===== src/sv/dihedral_transition_counter_unit_assert.svh =====
// Assertion macros used by the dihedral transition counter RTL.
`ifndef DIHEDRAL_TRANSITION_COUNTER_UNIT_ASSERT_SVH
`define DIHEDRAL_TRANSITION_COUNTER_UNIT_ASSERT_SVH

// Check a consequence in the same cycle as its trigger.
`define DTC_ASSERT_NOW(lbl, ante, cons) \
    lbl: assert property (@(posedge clk) disable iff (!rst_n) (ante) |-> (cons)) \
        else $error("dtc assertion failed");

// Check a consequence in the cycle after its trigger.
`define DTC_ASSERT_NEXT(lbl, ante, cons) \
    lbl: assert property (@(posedge clk) disable iff (!rst_n) (ante) |=> (cons)) \
        else $error("dtc assertion failed");

`endif


===== src/sv/dtc_pkg.sv =====
// Package with constants, types and table functions of the dihedral transition counter.
package dtc_pkg;

    localparam int ANGLE_FRAC_BITS = 8;
    localparam int TURN            = 360 << ANGLE_FRAC_BITS;
    localparam int HALF_TURN       = TURN / 2;
    localparam int QUARTER_NUM     = 90 << ANGLE_FRAC_BITS;

    localparam int ANGLE_W = 18;
    localparam int TO_W    = 16;
    localparam int COUNT_W = 32;
    localparam int UNW_W   = 33;

    // Divider operand widths: dividend is (a - angle + 2 turns), always positive.
    localparam int DVD_W = $clog2(3 * TURN + (1 << (ANGLE_W - 1)) + 1);
    localparam int DVS_W = $clog2(TURN + 1);
    localparam int CNT_W = $clog2(DVD_W + 1);
    localparam int WORK_W = DVD_W + 1;

    localparam int PROD_W = TO_W + DVS_W + 1;
    localparam int SUM_W  = PROD_W + 1;

    typedef enum logic [1:0] {
        REG_MULTIPLICITY = 2'd0,
        REG_PHASE_SIGN   = 2'd1,
        REG_STRICT_MODE  = 2'd2
    } cfg_reg_t;

    localparam logic [1:0] PHASE_POS  = 2'b01;
    localparam logic [1:0] PHASE_ZERO = 2'b00;

    typedef struct packed {
        logic             start;
        logic [DVD_W-1:0] dividend;
        logic [DVS_W-1:0] divisor;
    } div_req_t;

    typedef struct packed {
        logic             done;
        logic [DVD_W-1:0] quotient;
        logic [DVS_W-1:0] remainder;
    } div_rsp_t;

    // Clamp multiplicity codes into 1..6.
    function automatic logic [2:0] eff_mult(logic [2:0] m);
        logic [2:0] r;
        begin
            unique case (m)
                3'd0:    r = 3'd1;
                3'd7:    r = 3'd6;
                default: r = m;
            endcase
            return r;
        end
    endfunction

    // Well spacing, one turn over the multiplicity.
    function automatic logic [DVS_W-1:0] spacing(logic [2:0] me);
        logic [DVS_W-1:0] r;
        begin
            unique case (me)
                3'd1:    r = DVS_W'(TURN / 1);
                3'd2:    r = DVS_W'(TURN / 2);
                3'd3:    r = DVS_W'(TURN / 3);
                3'd4:    r = DVS_W'(TURN / 4);
                3'd5:    r = DVS_W'(TURN / 5);
                default: r = DVS_W'(TURN / 6);
            endcase
            return r;
        end
    endfunction

    // Position of the reference minimum, 90*(3 - phase)/multiplicity degrees.
    function automatic logic [DVS_W-1:0] first_min(logic [2:0] me, logic [1:0] ps);
        logic             pos;
        logic             zero;
        logic [DVS_W-1:0] r;
        begin
            pos  = (ps == PHASE_POS);
            zero = (ps == PHASE_ZERO);
            unique case (me)
                3'd1: r = pos ? DVS_W'(2 * QUARTER_NUM / 1) :
                          zero ? DVS_W'(3 * QUARTER_NUM / 1) : DVS_W'(4 * QUARTER_NUM / 1);
                3'd2: r = pos ? DVS_W'(2 * QUARTER_NUM / 2) :
                          zero ? DVS_W'(3 * QUARTER_NUM / 2) : DVS_W'(4 * QUARTER_NUM / 2);
                3'd3: r = pos ? DVS_W'(2 * QUARTER_NUM / 3) :
                          zero ? DVS_W'(3 * QUARTER_NUM / 3) : DVS_W'(4 * QUARTER_NUM / 3);
                3'd4: r = pos ? DVS_W'(2 * QUARTER_NUM / 4) :
                          zero ? DVS_W'(3 * QUARTER_NUM / 4) : DVS_W'(4 * QUARTER_NUM / 4);
                3'd5: r = pos ? DVS_W'(2 * QUARTER_NUM / 5) :
                          zero ? DVS_W'(3 * QUARTER_NUM / 5) : DVS_W'(4 * QUARTER_NUM / 5);
                default: r = pos ? DVS_W'(2 * QUARTER_NUM / 6) :
                          zero ? DVS_W'(3 * QUARTER_NUM / 6) : DVS_W'(4 * QUARTER_NUM / 6);
            endcase
            return r;
        end
    endfunction

    // Saturate a work value into the signed angle range.
    function automatic logic signed [ANGLE_W-1:0] sat_angle(logic signed [WORK_W-1:0] v);
        logic [WORK_W-ANGLE_W:0]    top;
        logic signed [ANGLE_W-1:0]  r;
        begin
            top = v[WORK_W-1:ANGLE_W-1];
            if ((&top) || !(|top))
                r = v[ANGLE_W-1:0];
            else if (v[WORK_W-1])
                r = {1'b1, {(ANGLE_W-1){1'b0}}};
            else
                r = {1'b0, {(ANGLE_W-1){1'b1}}};
            return r;
        end
    endfunction

endpackage


===== src/sv/dtc_div.sv =====
// Iterative restoring divider, one quotient bit per cycle.
module dtc_div
    import dtc_pkg::*;
(
    input  logic     clk,
    input  logic     rst_n,
    input  div_req_t req,
    output div_rsp_t rsp
);

    logic             busy_reg, busy_next;
    logic             done_reg, done_next;
    logic [CNT_W-1:0] cnt_reg, cnt_next;
    logic [DVS_W-1:0] rem_reg, rem_next;
    logic [DVD_W-1:0] quo_reg, quo_next;
    logic [DVS_W-1:0] dvs_reg, dvs_next;

    logic [DVS_W:0]   partial;
    logic             fits;

    // Shift in the next dividend bit and try one subtract.
    assign partial = {rem_reg, quo_reg[DVD_W-1]};
    assign fits    = (partial >= {1'b0, dvs_reg});

    always_comb
    begin
        busy_next = busy_reg;
        done_next = 1'b0;
        cnt_next  = cnt_reg;
        rem_next  = rem_reg;
        quo_next  = quo_reg;
        dvs_next  = dvs_reg;
        if (req.start)
        begin
            busy_next = 1'b1;
            cnt_next  = CNT_W'(DVD_W);
            rem_next  = '0;
            quo_next  = req.dividend;
            dvs_next  = req.divisor;
        end
        else if (busy_reg)
        begin
            rem_next = fits ? DVS_W'(partial - {1'b0, dvs_reg}) : partial[DVS_W-1:0];
            quo_next = {quo_reg[DVD_W-2:0], fits};
            cnt_next = cnt_reg - 1'b1;
            if (cnt_reg == CNT_W'(1))
            begin
                busy_next = 1'b0;
                done_next = 1'b1;
            end
        end
    end

    always_ff @(posedge clk or negedge rst_n)
    begin
        if (!rst_n)
        begin
            busy_reg <= 1'b0;
            done_reg <= 1'b0;
            cnt_reg  <= '0;
        end
        else
        begin
            busy_reg <= busy_next;
            done_reg <= done_next;
            cnt_reg  <= cnt_next;
        end
    end

    always_ff @(posedge clk)
    begin
        rem_reg <= rem_next;
        quo_reg <= quo_next;
        dvs_reg <= dvs_next;
    end

    assign rsp.done      = done_reg;
    assign rsp.quotient  = quo_reg;
    assign rsp.remainder = rem_reg;

endmodule


===== src/sv/dihedral_transition_counter_unit.sv =====
// Top level of the dihedral transition counter: sequencer, state and result register.
// A new input transfer is accepted only in the idle state, after the previous sample has
// passed the restoring divider (one bit per cycle) and been written to the result register.
// The result register lets the next input transfer start while a result waits.
// Reset (rst_n, async, active low) clears all history and loads register defaults.
`include "dihedral_transition_counter_unit_assert.svh"

module dihedral_transition_counter_unit
    import dtc_pkg::*;
(
    input  logic                      clk,
    input  logic                      rst_n,

    input  logic                      cfg_valid,
    output logic                      cfg_ready,
    input  logic [1:0]                cfg_index,
    input  logic [2:0]                cfg_data,

    input  logic                      in_valid,
    output logic                      in_ready,
    input  logic signed [ANGLE_W-1:0] angle,

    output logic                      out_valid,
    input  logic                      out_ready,
    output logic                      transition,
    output logic signed [ANGLE_W-1:0] current_minimum,
    output logic [COUNT_W-1:0]        transition_count,
    output logic signed [UNW_W-1:0]   unwrapped_angle
);

    typedef enum logic [2:0] {
        S_IDLE,
        S_LOAD,
        S_DIV,
        S_WRAP,
        S_UPDATE,
        S_MUL,
        S_OUT
    } state_t;

    localparam logic signed [TO_W-1:0] TO_MAX = {1'b0, {(TO_W-1){1'b1}}};
    localparam logic signed [TO_W-1:0] TO_MIN = {1'b1, {(TO_W-1){1'b0}}};
    localparam logic signed [WORK_W-1:0] TURN_W  = WORK_W'(TURN);
    localparam logic signed [WORK_W-1:0] HALF_W  = WORK_W'(HALF_TURN);
    localparam logic signed [DVS_W:0]    TURN_S  = (DVS_W + 1)'(TURN);

    state_t state_reg;

    // Configuration registers.
    logic [2:0] mult_reg;
    logic [1:0] phase_reg;
    logic       strict_reg;

    // Model history.
    logic                      primed_reg;
    logic signed [ANGLE_W-1:0] prev_min_reg;
    logic signed [ANGLE_W-1:0] prev_angle_reg;
    logic signed [TO_W-1:0]    turn_offset_reg;
    logic [COUNT_W-1:0]        count_reg;

    // Result register.
    logic                      out_valid_reg;
    logic                      trans_out_reg;
    logic signed [ANGLE_W-1:0] min_out_reg;
    logic [COUNT_W-1:0]        count_out_reg;
    logic signed [UNW_W-1:0]   unw_out_reg;

    // Working registers for the item in flight.
    logic signed [ANGLE_W-1:0] angle_reg;
    logic [DVS_W-1:0]          d_reg;
    logic signed [WORK_W-1:0]  nm_raw_reg;
    logic signed [ANGLE_W-1:0] nm_reg;
    logic [ANGLE_W:0]          diff_reg;
    logic                      up_reg;
    logic                      dn_reg;
    logic                      trans_reg;
    logic signed [PROD_W-1:0]  prod_reg;

    div_req_t div_req;
    div_rsp_t div_rsp;

    logic [2:0]               me;
    logic [DVS_W-1:0]         d_now;
    logic [DVS_W-1:0]         a_now;
    logic signed [WORK_W-1:0] phi_w;
    logic signed [WORK_W-1:0] dividend_w;
    logic [DVS_W:0]           two_r;
    logic                     round_up;
    logic signed [WORK_W-1:0] nm_raw_next;
    logic signed [WORK_W-1:0] nm_wrapped;
    logic signed [WORK_W-1:0] prev_w;
    logic signed [WORK_W-1:0] delta_w;
    logic [ANGLE_W:0]         diff_next;
    logic                     strict_hit;
    logic                     trans_now;
    logic signed [SUM_W-1:0]  unw_sum;
    logic signed [UNW_W-1:0]  unw_sat;
    logic                     out_free;

    // ---------------------------------------------------------------
    // Snap path: dividend = a - angle + 2 turns, kept positive so the
    // floor quotient only differs from the true one by an even count.
    // ---------------------------------------------------------------
    assign me         = eff_mult(mult_reg);
    assign d_now      = spacing(me);
    assign a_now      = first_min(me, phase_reg);
    assign phi_w      = WORK_W'(angle_reg);
    assign dividend_w = $signed(WORK_W'(a_now)) - phi_w + (TURN_W <<< 1);

    assign div_req.start    = (state_reg == S_LOAD);
    assign div_req.dividend = dividend_w[DVD_W-1:0];
    assign div_req.divisor  = d_now;

    dtc_div u_div (
        .clk   (clk),
        .rst_n (rst_n),
        .req   (div_req),
        .rsp   (div_rsp)
    );

    // Round half to even: step one well further when the remainder passes
    // half a spacing, or sits exactly on it with an odd quotient.
    assign two_r    = {div_rsp.remainder, 1'b0};
    assign round_up = (two_r > {1'b0, d_reg}) ||
                      ((two_r == {1'b0, d_reg}) && div_rsp.quotient[0]);

    // a - k*d reduces to angle + remainder, less one spacing when rounding up.
    assign nm_raw_next = phi_w + $signed(WORK_W'(div_rsp.remainder))
                         - (round_up ? $signed(WORK_W'(d_reg)) : '0);

    assign nm_wrapped = (nm_raw_reg >= TURN_W) ? (nm_raw_reg - TURN_W) : nm_raw_reg;

    // Strict distance and seam crossing checks.
    assign prev_w    = WORK_W'(prev_min_reg);
    assign delta_w   = prev_w - phi_w;
    assign diff_next = delta_w[WORK_W-1] ? (ANGLE_W + 1)'(-delta_w) : delta_w[ANGLE_W:0];

    assign strict_hit = (WORK_W'(diff_reg) > WORK_W'(d_reg)) &&
                        ((WORK_W'(diff_reg) + WORK_W'(d_reg)) < TURN_W);

    always_comb
    begin
        if (strict_reg)
            trans_now = strict_hit;
        else
            trans_now = (nm_reg != prev_min_reg);
    end

    // Unwrapped angle, clipped to the result width.
    assign unw_sum = SUM_W'(angle_reg) + SUM_W'(prod_reg);

    always_comb
    begin
        if ((&unw_sum[SUM_W-1:UNW_W-1]) || !(|unw_sum[SUM_W-1:UNW_W-1]))
            unw_sat = unw_sum[UNW_W-1:0];
        else if (unw_sum[SUM_W-1])
            unw_sat = {1'b1, {(UNW_W-1){1'b0}}};
        else
            unw_sat = {1'b0, {(UNW_W-1){1'b1}}};
    end

    assign out_free  = !out_valid_reg || out_ready;
    assign in_ready  = (state_reg == S_IDLE);
    assign cfg_ready = 1'b1;

    // ---------------------------------------------------------------
    // Sequencer, history and result register.
    // ---------------------------------------------------------------
    always_ff @(posedge clk or negedge rst_n)
    begin
        if (!rst_n)
        begin
            state_reg       <= S_IDLE;
            mult_reg        <= 3'd3;
            phase_reg       <= PHASE_POS;
            strict_reg      <= 1'b0;
            primed_reg      <= 1'b0;
            prev_min_reg    <= '0;
            prev_angle_reg  <= '0;
            turn_offset_reg <= '0;
            count_reg       <= '0;
            out_valid_reg   <= 1'b0;
            trans_out_reg   <= 1'b0;
            min_out_reg     <= '0;
            count_out_reg   <= '0;
            unw_out_reg     <= '0;
        end
        else
        begin
            // Register writes.
            if (cfg_valid && cfg_ready)
            begin
                unique case (cfg_reg_t'(cfg_index))
                    REG_MULTIPLICITY: mult_reg   <= cfg_data;
                    REG_PHASE_SIGN:   phase_reg  <= cfg_data[1:0];
                    REG_STRICT_MODE:  strict_reg <= cfg_data[0];
                    default:          ;
                endcase
            end

            // Raise valid for a finished result, or drop it once the output
            // transfer completes.
            if (state_reg == S_OUT && out_free)
                out_valid_reg <= 1'b1;
            else if (out_ready)
                out_valid_reg <= 1'b0;

            unique case (state_reg)
                S_IDLE:
                begin
                    if (in_valid)
                        state_reg <= S_LOAD;
                end
                S_LOAD:
                begin
                    state_reg <= S_DIV;
                end
                S_DIV:
                begin
                    if (div_rsp.done)
                        state_reg <= S_WRAP;
                end
                S_WRAP:
                begin
                    state_reg <= S_UPDATE;
                end
                S_UPDATE:
                begin
                    // Commit the history for this sample.
                    if (!primed_reg)
                    begin
                        primed_reg   <= 1'b1;
                        prev_min_reg <= nm_reg;
                    end
                    else
                    begin
                        if (trans_now)
                        begin
                            prev_min_reg <= nm_reg;
                            if (count_reg != '1)
                                count_reg <= count_reg + 1'b1;
                        end
                        if (up_reg && turn_offset_reg != TO_MAX)
                            turn_offset_reg <= turn_offset_reg + 1'b1;
                        else if (dn_reg && turn_offset_reg != TO_MIN)
                            turn_offset_reg <= turn_offset_reg - 1'b1;
                    end
                    prev_angle_reg <= angle_reg;
                    state_reg      <= S_MUL;
                end
                S_MUL:
                begin
                    state_reg <= S_OUT;
                end
                S_OUT:
                begin
                    // Hold until the result register is free.
                    if (out_free)
                    begin
                        trans_out_reg <= trans_reg;
                        min_out_reg   <= prev_min_reg;
                        count_out_reg <= count_reg;
                        unw_out_reg   <= unw_sat;
                        state_reg     <= S_IDLE;
                    end
                end
                default:
                begin
                    state_reg <= S_IDLE;
                end
            endcase
        end
    end

    // Working registers, no reset needed.
    always_ff @(posedge clk)
    begin
        if (in_valid && in_ready)
            angle_reg <= angle;
        if (state_reg == S_LOAD)
            d_reg <= d_now;
        if (state_reg == S_DIV && div_rsp.done)
            nm_raw_reg <= nm_raw_next;
        if (state_reg == S_WRAP)
        begin
            nm_reg   <= sat_angle(nm_wrapped);
            diff_reg <= diff_next;
            up_reg   <= phi_w < (WORK_W'(prev_angle_reg) - HALF_W);
            dn_reg   <= phi_w > (WORK_W'(prev_angle_reg) + HALF_W);
        end
        if (state_reg == S_UPDATE)
            trans_reg <= primed_reg && trans_now;
        if (state_reg == S_MUL)
            prod_reg <= PROD_W'(turn_offset_reg) * PROD_W'(TURN_S);
    end

    assign out_valid        = out_valid_reg;
    assign transition       = trans_out_reg;
    assign current_minimum  = min_out_reg;
    assign transition_count = count_out_reg;
    assign unwrapped_angle  = unw_out_reg;

    // ---------------------------------------------------------------
    // Assertions.
    // ---------------------------------------------------------------
    `DTC_ASSERT_NEXT(a_busy_after_accept, in_valid && in_ready, !in_ready)
    `DTC_ASSERT_NEXT(a_count_never_drops, 1'b1, count_reg >= $past(count_reg))
    `DTC_ASSERT_NOW(a_trans_counted, out_valid && transition, transition_count != '0)
    `DTC_ASSERT_NOW(a_div_done_in_wait, div_rsp.done, state_reg == S_DIV)

endmodule


===== config.mk =====
export PLATFORM = sky130hd
export DESIGN_NAME = dihedral_transition_counter_unit
export DESIGN_NICKNAME = d
export VERILOG_FILES = /design/src/sv/dtc_pkg.sv /design/src/sv/dtc_div.sv /design/src/sv/dihedral_transition_counter_unit.sv
export VERILOG_INCLUDE_DIRS = /design/src /design/src/sv
export SDC_FILE = /design/constraint.sdc
export NUM_CORES = 1
export LEC_CHECK = 0
export BUFFER_PORTS_ARGS = -buffer_cell sky130_fd_sc_hd__buf_2
export CAP_MARGIN = 40
export CORE_MARGIN = 1
export CORE_UTILIZATION = 62
export DETAILED_ROUTE_END_ITERATION = 10
export PLACE_DENSITY = 0.78
export REMOVE_ABC_BUFFERS = 1
export SYNTH_ARGS = -nofsm -noshare
export SYNTH_HDL_FRONTEND = slang
export SYNTH_SLANG_ARGS = --single-unit

===== constraint.sdc =====
create_clock -name clk -period 5.25 [get_ports clk]
set_clock_uncertainty 0.2 [all_clocks]
set_input_delay 0.525 -clock clk [delete_from_list [all_inputs] [get_ports clk]]
set_output_delay 0.525 -clock clk [all_outputs]
set_load 0.03 [all_outputs]

## Yosys cells after proc, flatten, opt, wreduce, memory -nomap -nowiden

Cells that the tools add are included.

- Flip-flop bits (word level): 340
- Logic and storage cells: 155
- Output and inout bits: 87
- Input port bits: 28

- $add $sub $neg: 16
- $lt $le $gt $ge: 7
- Eq/ne operators: 25
- Multiply operators: 1
- Multiplexer cells: 44
- Reduce and logical (&&, ||, !) cells: 34

Operator list:

| operator | number |
|---|---|
| case mux 17 bit (5 select lines) | 2 |
| two-way mux 15 bit | 5 |
| two-way mux 18 bit | 4 |
| two-way mux 33 bit | 2 |
| two-way mux 19 bit | 3 |
| two-way mux 17 bit | 3 |
| two-way mux 16 bit | 3 |
| two-way mux 14 bit | 3 |
| subtractor 18 x 18 -> 19 bit | 2 |
| adder 18 x 34 -> 35 bit | 1 |
| adder 32 x 1 -> 32 bit (second input constant) | 1 |
| inequality test 16 bit (second input constant) | 2 |
| inequality test 32 bit (second input constant) | 1 |
| two-way mux 13 bit | 2 |
| multiplier 16 x 7 -> 23 bit (second input constant) | 1 |
| case mux 3 bit (7 select lines) | 1 |
| adder 19 x 17 -> 20 bit | 1 |
| greater-or-equal comparator 20 x 18 -> 1 bit (second input constant) | 1 |
| < comparator 20 x 17 -> 1 bit (second input constant) | 1 |
| two-way mux 20 bit | 1 |
| subtractor 19 x 18 -> 20 bit | 1 |
| subtractor 20 x 18 -> 20 bit (second input constant) | 1 |
| adder 18 x 17 -> 19 bit (second input constant) | 1 |
| adder 18 x 18 -> 19 bit | 1 |
| 36 further kinds | 83 |

## Depth between registers and ports, before layout

Gate-level depths: netlist of the first run.

- Depth after elaboration: 7
- Gate-level depth with buffers: 18
- Depth with buffers taken out: 18

## Cells and area by module

A second synthesis of the first run with hierarchy kept.

- Cells, all modules: 2,284
- Area, all modules: 23,343.6 µm²

By module, submodules not included:

| module | times used | area an instance (µm²) | cells an instance |
|---|---|---|---|
| dihedral_transition_counter_unit | 1 | 20,007.9 | 1,982 |
| dtc_div | 1 | 3,335.7 | 302 |

## Worst setup path before layout of the first run

OpenSTA, ideal clock, no wires.

- Path kind: register to register
- Start: reg turn_offset_reg[15]
- End: reg turn_offset_reg[15]
- Arrival time: 4,367 ps
- Cell stages (with the launch flop): 16
- Clock period less this slack: 4,647 ps
- Path buffers: 0
- Path slack: 603 ps
- Cell sequence: dfrtp_1 > inv_1 > ha_1 > nand4_1 > o21ai_0 > ha_1 > a211o_1 > a21oi_1 > o21ai_1 > a21oi_1 > nand2_1 > a31o_2 > a21oi_1 > nor2b_1 > o41ai_1 > xnor2_1

- Word-level cells in the longest chain between the ends: 4

Ends and longest elaborated chain:

| what | RTL line | source |
|---|---|---|
| start, declared | dihedral_transition_counter_unit.sv:58 | `logic signed [TO_W-1:0] turn_offset_reg;` |
| start signal, assigned | dihedral_transition_counter_unit.sv:244 | `turn_offset_reg <= turn_offset_reg + 1'b1;` |
| start signal, assigned | dihedral_transition_counter_unit.sv:246 | `turn_offset_reg <= turn_offset_reg - 1'b1;` |
| branches (longest 4 deep; another with subtractor 16 x 1 -> 16 bit) | -- |  |

Parallel ways; which one is timed is not known. The select of a mux whose other input is x is not followed.
A chain may end at the register's enable or synchronous reset.

==> metrics, run 1 <==
outcome=finished clean; RSZ-0062 raised after global routing=no; number of enable flip-flop cells after synthesis=roughly 130; die width=between 150 and 200 microns; fin. max-slew vios=0; min-delay worst type=in2reg; CP max stage delay=around 0.48 ns; DRT Pass-1 Iters=5; clk_lat worst skew=about 0.54 ns; Cells after Synth=2,180; Final Non-Filler Cells=2,793; final setup violation count=0; global route overflow=0; maxcap violations=0; Max Fclk=slightly above 200 MHz; max reg flops=33; period utilisation layout=~93%; CTS root buf=clkbuf_16; CTS buffer count=37; CTS tree=built; Reg clk slew, reported paths=0.06 ns; Final Hold Fails=0; worst-path fanout max=8; Slowest cell on crit path=fa_1; CP Launch Point=u_div.dvs_reg[10]; synthesized area per cell=~10 sq um; Top FF cell, synth=dfrtp_1; min-delay src=cfg_data[2]; crit path DAT=between 5 and 6 ns; total number of vias=approximately 16,000; Yosys warning count=0; Netlist cell types=89; die height=189 microns; Final Instance Area=about 24,000 sq um; Cell Area, Placed=22,700 sq um; reg2reg start=u_div.dvs_reg[10]; CP startpoint kind=flop; fraction of layout cells with a size suffix above 1=between 10% and 20%; Post-DP HPWL=36,700 microns; post-synthesis async set-or-reset flop share=a little under three fifths; gr usage total=between 20% and 30%; row count=a little under 70; Final #Nets=roughly 2,600; antenna cell count=0; Routed Antenna Nets=0; sequential-to-total area share from yosys stat=roughly 41%; routability cong.=slightly below 1; Synth-to-Final Area Change=11.8%; first-pass GRT wire length=between 80,000 and 90,000 microns; Core Area=roughly 34,000 sq um; Worst Path Required=around 5.4 ns; H-tree level count=2; largest net degree at the start of global routing=about 100; Synth Cell Area=around 22,000 sq um; setup TNS=0 ns; worst slew pin tran=between 0.8 and 0.9 ns; CP delay by family, top=compound AO/OA/AOI/OAI gates; Initial DRC Count=~1,100; num ports=between 100 and 150; vias in the first global route=about 16,000; Avg WL per Cell=roughly 18 microns; DRC errors left=0; #FFs+latches synth=roughly 330; final wirelength=between 40,000 and 50,000 microns; Bufs and invs on worst path=2; PortBufs=113; CTS Sinks=between 300 and 400; headroom to the max-slew limit=approximately two fifths; starting density of the core=around 63%; crit path time final=~5 ns; placed cell count=roughly 2,700; initial antenna violation count=0; Clock Tree Buf Depth=3; critical-path cell list=inv_1, ha_1, nor2b_1, o21ai_0, nand2b_1, a221oi_1, nand2b_1, a31oi_2, and2_1, fa_1, inv_1, ha_1, or3_1, o21ai_0, a21oi_1, a41oi_2, a21oi_1, o41ai_1; Crit Path Class=reg2reg; CP Capture Type=flop; die area=approximately 36,000 sq um; via/cell ratio=5.82
[area by class of cell]
| cell class | instances | area [sq um] |
|---|---|---|
| flip-flops and latches | 331 | 8840 |
| clock inverters | 17 | 224 |
| inverters | 222 | 833 |
| multi-input cells | 1563 | 11700 |
| repair buffers | 154 | 982 |
| fillers | 2617 | 10300 |
| well taps | 455 | 569 |
| clock buffers | 51 | 1020 |
[placed cells by master, fill, tap and decap left out, types with 18 or more instances in the layout]
cell / netlist / final
a21o_1: 31 / 31
inv_1: 221 / 221
nor4_1: 18 / 18
edfxtp_1: 128 / 128
a221o_1: 32 / 32
xnor2_1: 91 / 91
xor2_1: 93 / 93
nand2_1: 268 / 268
nor2b_1: 30 / 30
mux2_2: 42 / 42
nand4_1: 27 / 27
o21ai_0: 98 / 97
fa_1: 40 / 40
dlygate4sd3_1: 0 / 19
nand2b_1: 25 / 25
nand3_1: 43 / 43
o21a_1: 23 / 23
ha_1: 221 / 221
clkbuf_16: 0 / 38
buf_4: 3 / 18
a21oi_1: 101 / 101
buf_2: 11 / 112
nor2_1: 108 / 108
nor3_1: 46 / 44
dfrtp_1: 183 / 182
[synth_stat cells, types with 17 or more instances]
cell type	n	area (sq um)
a21o_1	31	233
a21oi_1	101	505
a221o_1	32	320
clkbuf_1	45	169
dfrtp_1	183	4580
dfxtp_1	17	340
edfxtp_1	128	3840
fa_1	40	801
ha_1	221	2770
inv_1	221	830
mux2_2	42	473
mux2i_1	17	170
nand2_1	268	1010
nand2b_1	25	156
nand3_1	43	215
nand4_1	27	169
nor2_1	108	405
nor2b_1	30	188
nor3_1	46	230
nor4_1	18	113
o21a_1	23	173
o21ai_0	98	490
xnor2_1	91	797
xor2_1	93	815
[what timing repair did]
item,in CTS,in global routing
setup buffers,0,0
gates resized for setup,0,6
hold endpoints to repair,99,0
endpoints found under the setup margin,0,5
hold buffers,19,0
[path summary, 6_finish.rpt]
kind                                endpoint  slack, ns  cells after the start
setup / recovery              nm_raw_reg[18]       0.36                     18
max in group asynchronous      count_reg[11]       3.41                      3
setup reg to reg              nm_raw_reg[18]       0.36                     18
hold / removal                   mult_reg[2]       0.05                      3
min in group asynchronous  prev_angle_reg[3]       0.38                      2
hold reg to reg                   transition       0.26                      2
[stage by stage]
step	hold slack, ns	setup WS, ns	util, %
after global placement	0.229	0.449	65.8
after floorplan	0.0294	-0.558	-
after detailed placement	0.249	0.297	66.0
after CTS	0.0303	0.287	70.2
after global routing	0.0558	0.0883	70.3
final	0.0503	0.364	70.3
[tightest hold or removal path, delay by kind of cell]
family | cells | cell delay, ns
buffers and inverters | 1 | 0.09
AND/OR/NAND/NOR | 1 | 0.06
AO/OA/AOI/OAI | 1 | 0.07
[cell families after synthesis]
kind of cell / count (synthesis) / synth area share (%)
fa+ha+maj: 261 / 16.5
mux: 60 / 3.07
flops: 331 / 40.8
xor+xnor: 184 / 7.44
buf+inv: 286 / 5.20
other cells: 1 / 0.0173
compound gates: 416 / 13.0
simple gates: 641 / 14.0
[per-layer routing]
metal	GRT usage, %	routed length (microns)
met1	39.0	22800
met2	47.9	23800
met3	3.26	1970
met4	8.28	1230
met5	0	0
Power of run 1 is not shown: default switching activity piles up to over one toggle a cycle in this logic, so the estimate is an artifact.
==> inputs of run 2 (changes only) <==
--- a/config.mk
+++ b/config.mk
@@ -10,8 +10,9 @@
 export CAP_MARGIN = 40
 export CORE_MARGIN = 1
 export CORE_UTILIZATION = 62
+export CTS_CLUSTER_DIAMETER = 100
 export DETAILED_ROUTE_END_ITERATION = 10
-export PLACE_DENSITY = 0.78
+export PLACE_DENSITY = 0.81
 export REMOVE_ABC_BUFFERS = 1
 export SYNTH_ARGS = -nofsm -noshare
 export SYNTH_HDL_FRONTEND = slang
==> metrics, run 2 (synthesized netlist as in run 1, its figures left out) <==
Reg clk slew, reported paths=about 0.06 ns; antenna cell count=0; die height=around 190 microns; clk_lat worst skew=around 0.54 ns; CP startpoint kind=flop; min-delay worst type=in2reg; via/cell ratio=5.87; gr usage total=about 29%; Hold Path Stages=3; R2R cell count=18; fraction of layout cells with a size suffix above 1=between 10% and 20%; setup bufs post-CTS=0; Max Fclk=between 200 and 250 MHz; DRT Pass-1 Iters=6; CP endpoint=prod_reg[33]; Bufs and invs on worst path=3; Routed Antenna Nets=0; CP Capture Type=flop; Initial DRC Count=about 1,100; CTS buffer count=36; crit path DAT=4.99 ns; most frequent cells in the layout=268 x nand2_1, 221 x inv_1, 221 x ha_1, 183 x dfrtp_1, 128 x edfxtp_1; max reg flops=33; reg-to-reg slack, setup=roughly 0.34 ns; starting density of the core=62.8%; die area=~36,000 sq um; PortBufs=between 100 and 150; CTS tree=built; Slowest cell on crit path=fa_1; num ports=115; setup TNS=0 ns; critical-path cell list=inv_1, ha_1, ha_1, inv_1, fa_1, inv_1, fa_1, ha_1, a2111oi_1, o211ai_1, nand3_1, a31oi_1, a41oi_2, a21oi_1, nor2_1, nor2b_1, o21ai_0, xnor2_1; total number of vias=around 16,000; Clock Tree Buf Depth=3; crit path time final=around 4.9 ns; CTS Sinks=331; global route overflow=0; die width=about 190 microns; largest net degree at the start of global routing=between 90 and 100; Synth-to-Final Area Change=11.5%; CP delay by family, top=adder cells; first-pass GRT wire length=82,300 microns; Avg WL per Cell=between 15 and 20 microns; most common cell after layout, fill and taps aside=nand2_1; CTS root buf=clkbuf_16; period utilisation layout=about 94%; Reg-to-Reg End=prod_reg[33]; placed cell count=2,706; Final Non-Filler Cells=2,791; Worst Path Required=between 5 and 6 ns; headroom to the max-slew limit=39.3%; row count=just under 70; outcome=finished clean; final setup violation count=0; RSZ-0062 raised after global routing=no; final wirelength=roughly 50,000 microns; Fill cells=2,578; DRC errors left=0; Critical Path Stages=18; min-delay src=cfg_data[2]; Core Area=roughly 34,000 sq um; Final Hold Fails=0; CP Launch Point=turn_offset_reg[6]; routability cong.=roughly 0.94; worst-path fanout max=6; H-tree level count=2; initial antenna violation count=0; vias in the first global route=between 15,000 and 20,000; CP max stage delay=about 0.52 ns; Post-DP HPWL=between 30,000 and 40,000 microns; Crit Path Class=reg2reg; worst slew pin tran=roughly 0.91 ns; Final #Nets=2,597; maxcap violations=0; reg2reg start=turn_offset_reg[6]; fin. max-slew vios=0
==> run 2: changes by cell type in the layout (fill, tap and decap cells not counted), moves of 2 or more <==
cell	before	now
clkinv_2	2	11
clkinv_4	2	0
clkbuf_1	11	5
inv_6	3	1
clkbuf_8	3	8
inv_4	3	1
bufinv_16	4	1
==> run 2: routing by layer <==
layer	part of all wire [%]	up-vias	global-route usage (%)
li1	-	7863	-
met1	44	7999	38.4
met2	48	438	48.4
met3	5.0	77	3.32
met4	2.6	0	8.93
met5	0	-	0
==> run 2: what timing repair did <==
item	4_1_cts	5_1_grt
gates resized for setup	0	6
hold endpoints to repair	115	0
endpoints found under the setup margin	0	5
hold buffers	19	0
==> run 2: tightest hold or removal path, cell delays in order <==
cell and delay [ns]:
buf_2 0.11, nand2_1 0.05, o21ai_0 0.06
==> run 2: worst min path at each step <==
stage                        end  slack (ns)
floorplan           count_reg[0]        0.03
global placement      transition        0.23
detailed placement    transition        0.24
CTS                  mult_reg[2]        0.02
global route         mult_reg[0]        0.04
finish               mult_reg[2]        0.05
==> run 2: metrics by stage <==
stage	utilization [%]	hold WS, ns	cell area, sq um	worst slack [ns]
floorplan	-	0.0294	21400	-0.558
global route	70.0	0.0393	24100	0.0450
finish	70.0	0.0530	24100	0.339
detailed placement	66.0	0.237	22700	0.165
CTS	69.9	0.0194	24100	0.115
global placement	65.8	0.231	22700	0.339
==> run 2: final cells by class <==
type                    count  area (sq um)  area share [%]
multi-input cells        1563         11700            48.7
flip-flops and latches    331          8840            36.6
repair buffers            154           962            3.99
clock inverters            17           140           0.581
inverters                 222           833            3.45
clock buffers              49          1040            4.31
well taps                 455           569            2.36
Power of run 2 is left out for the same reason.
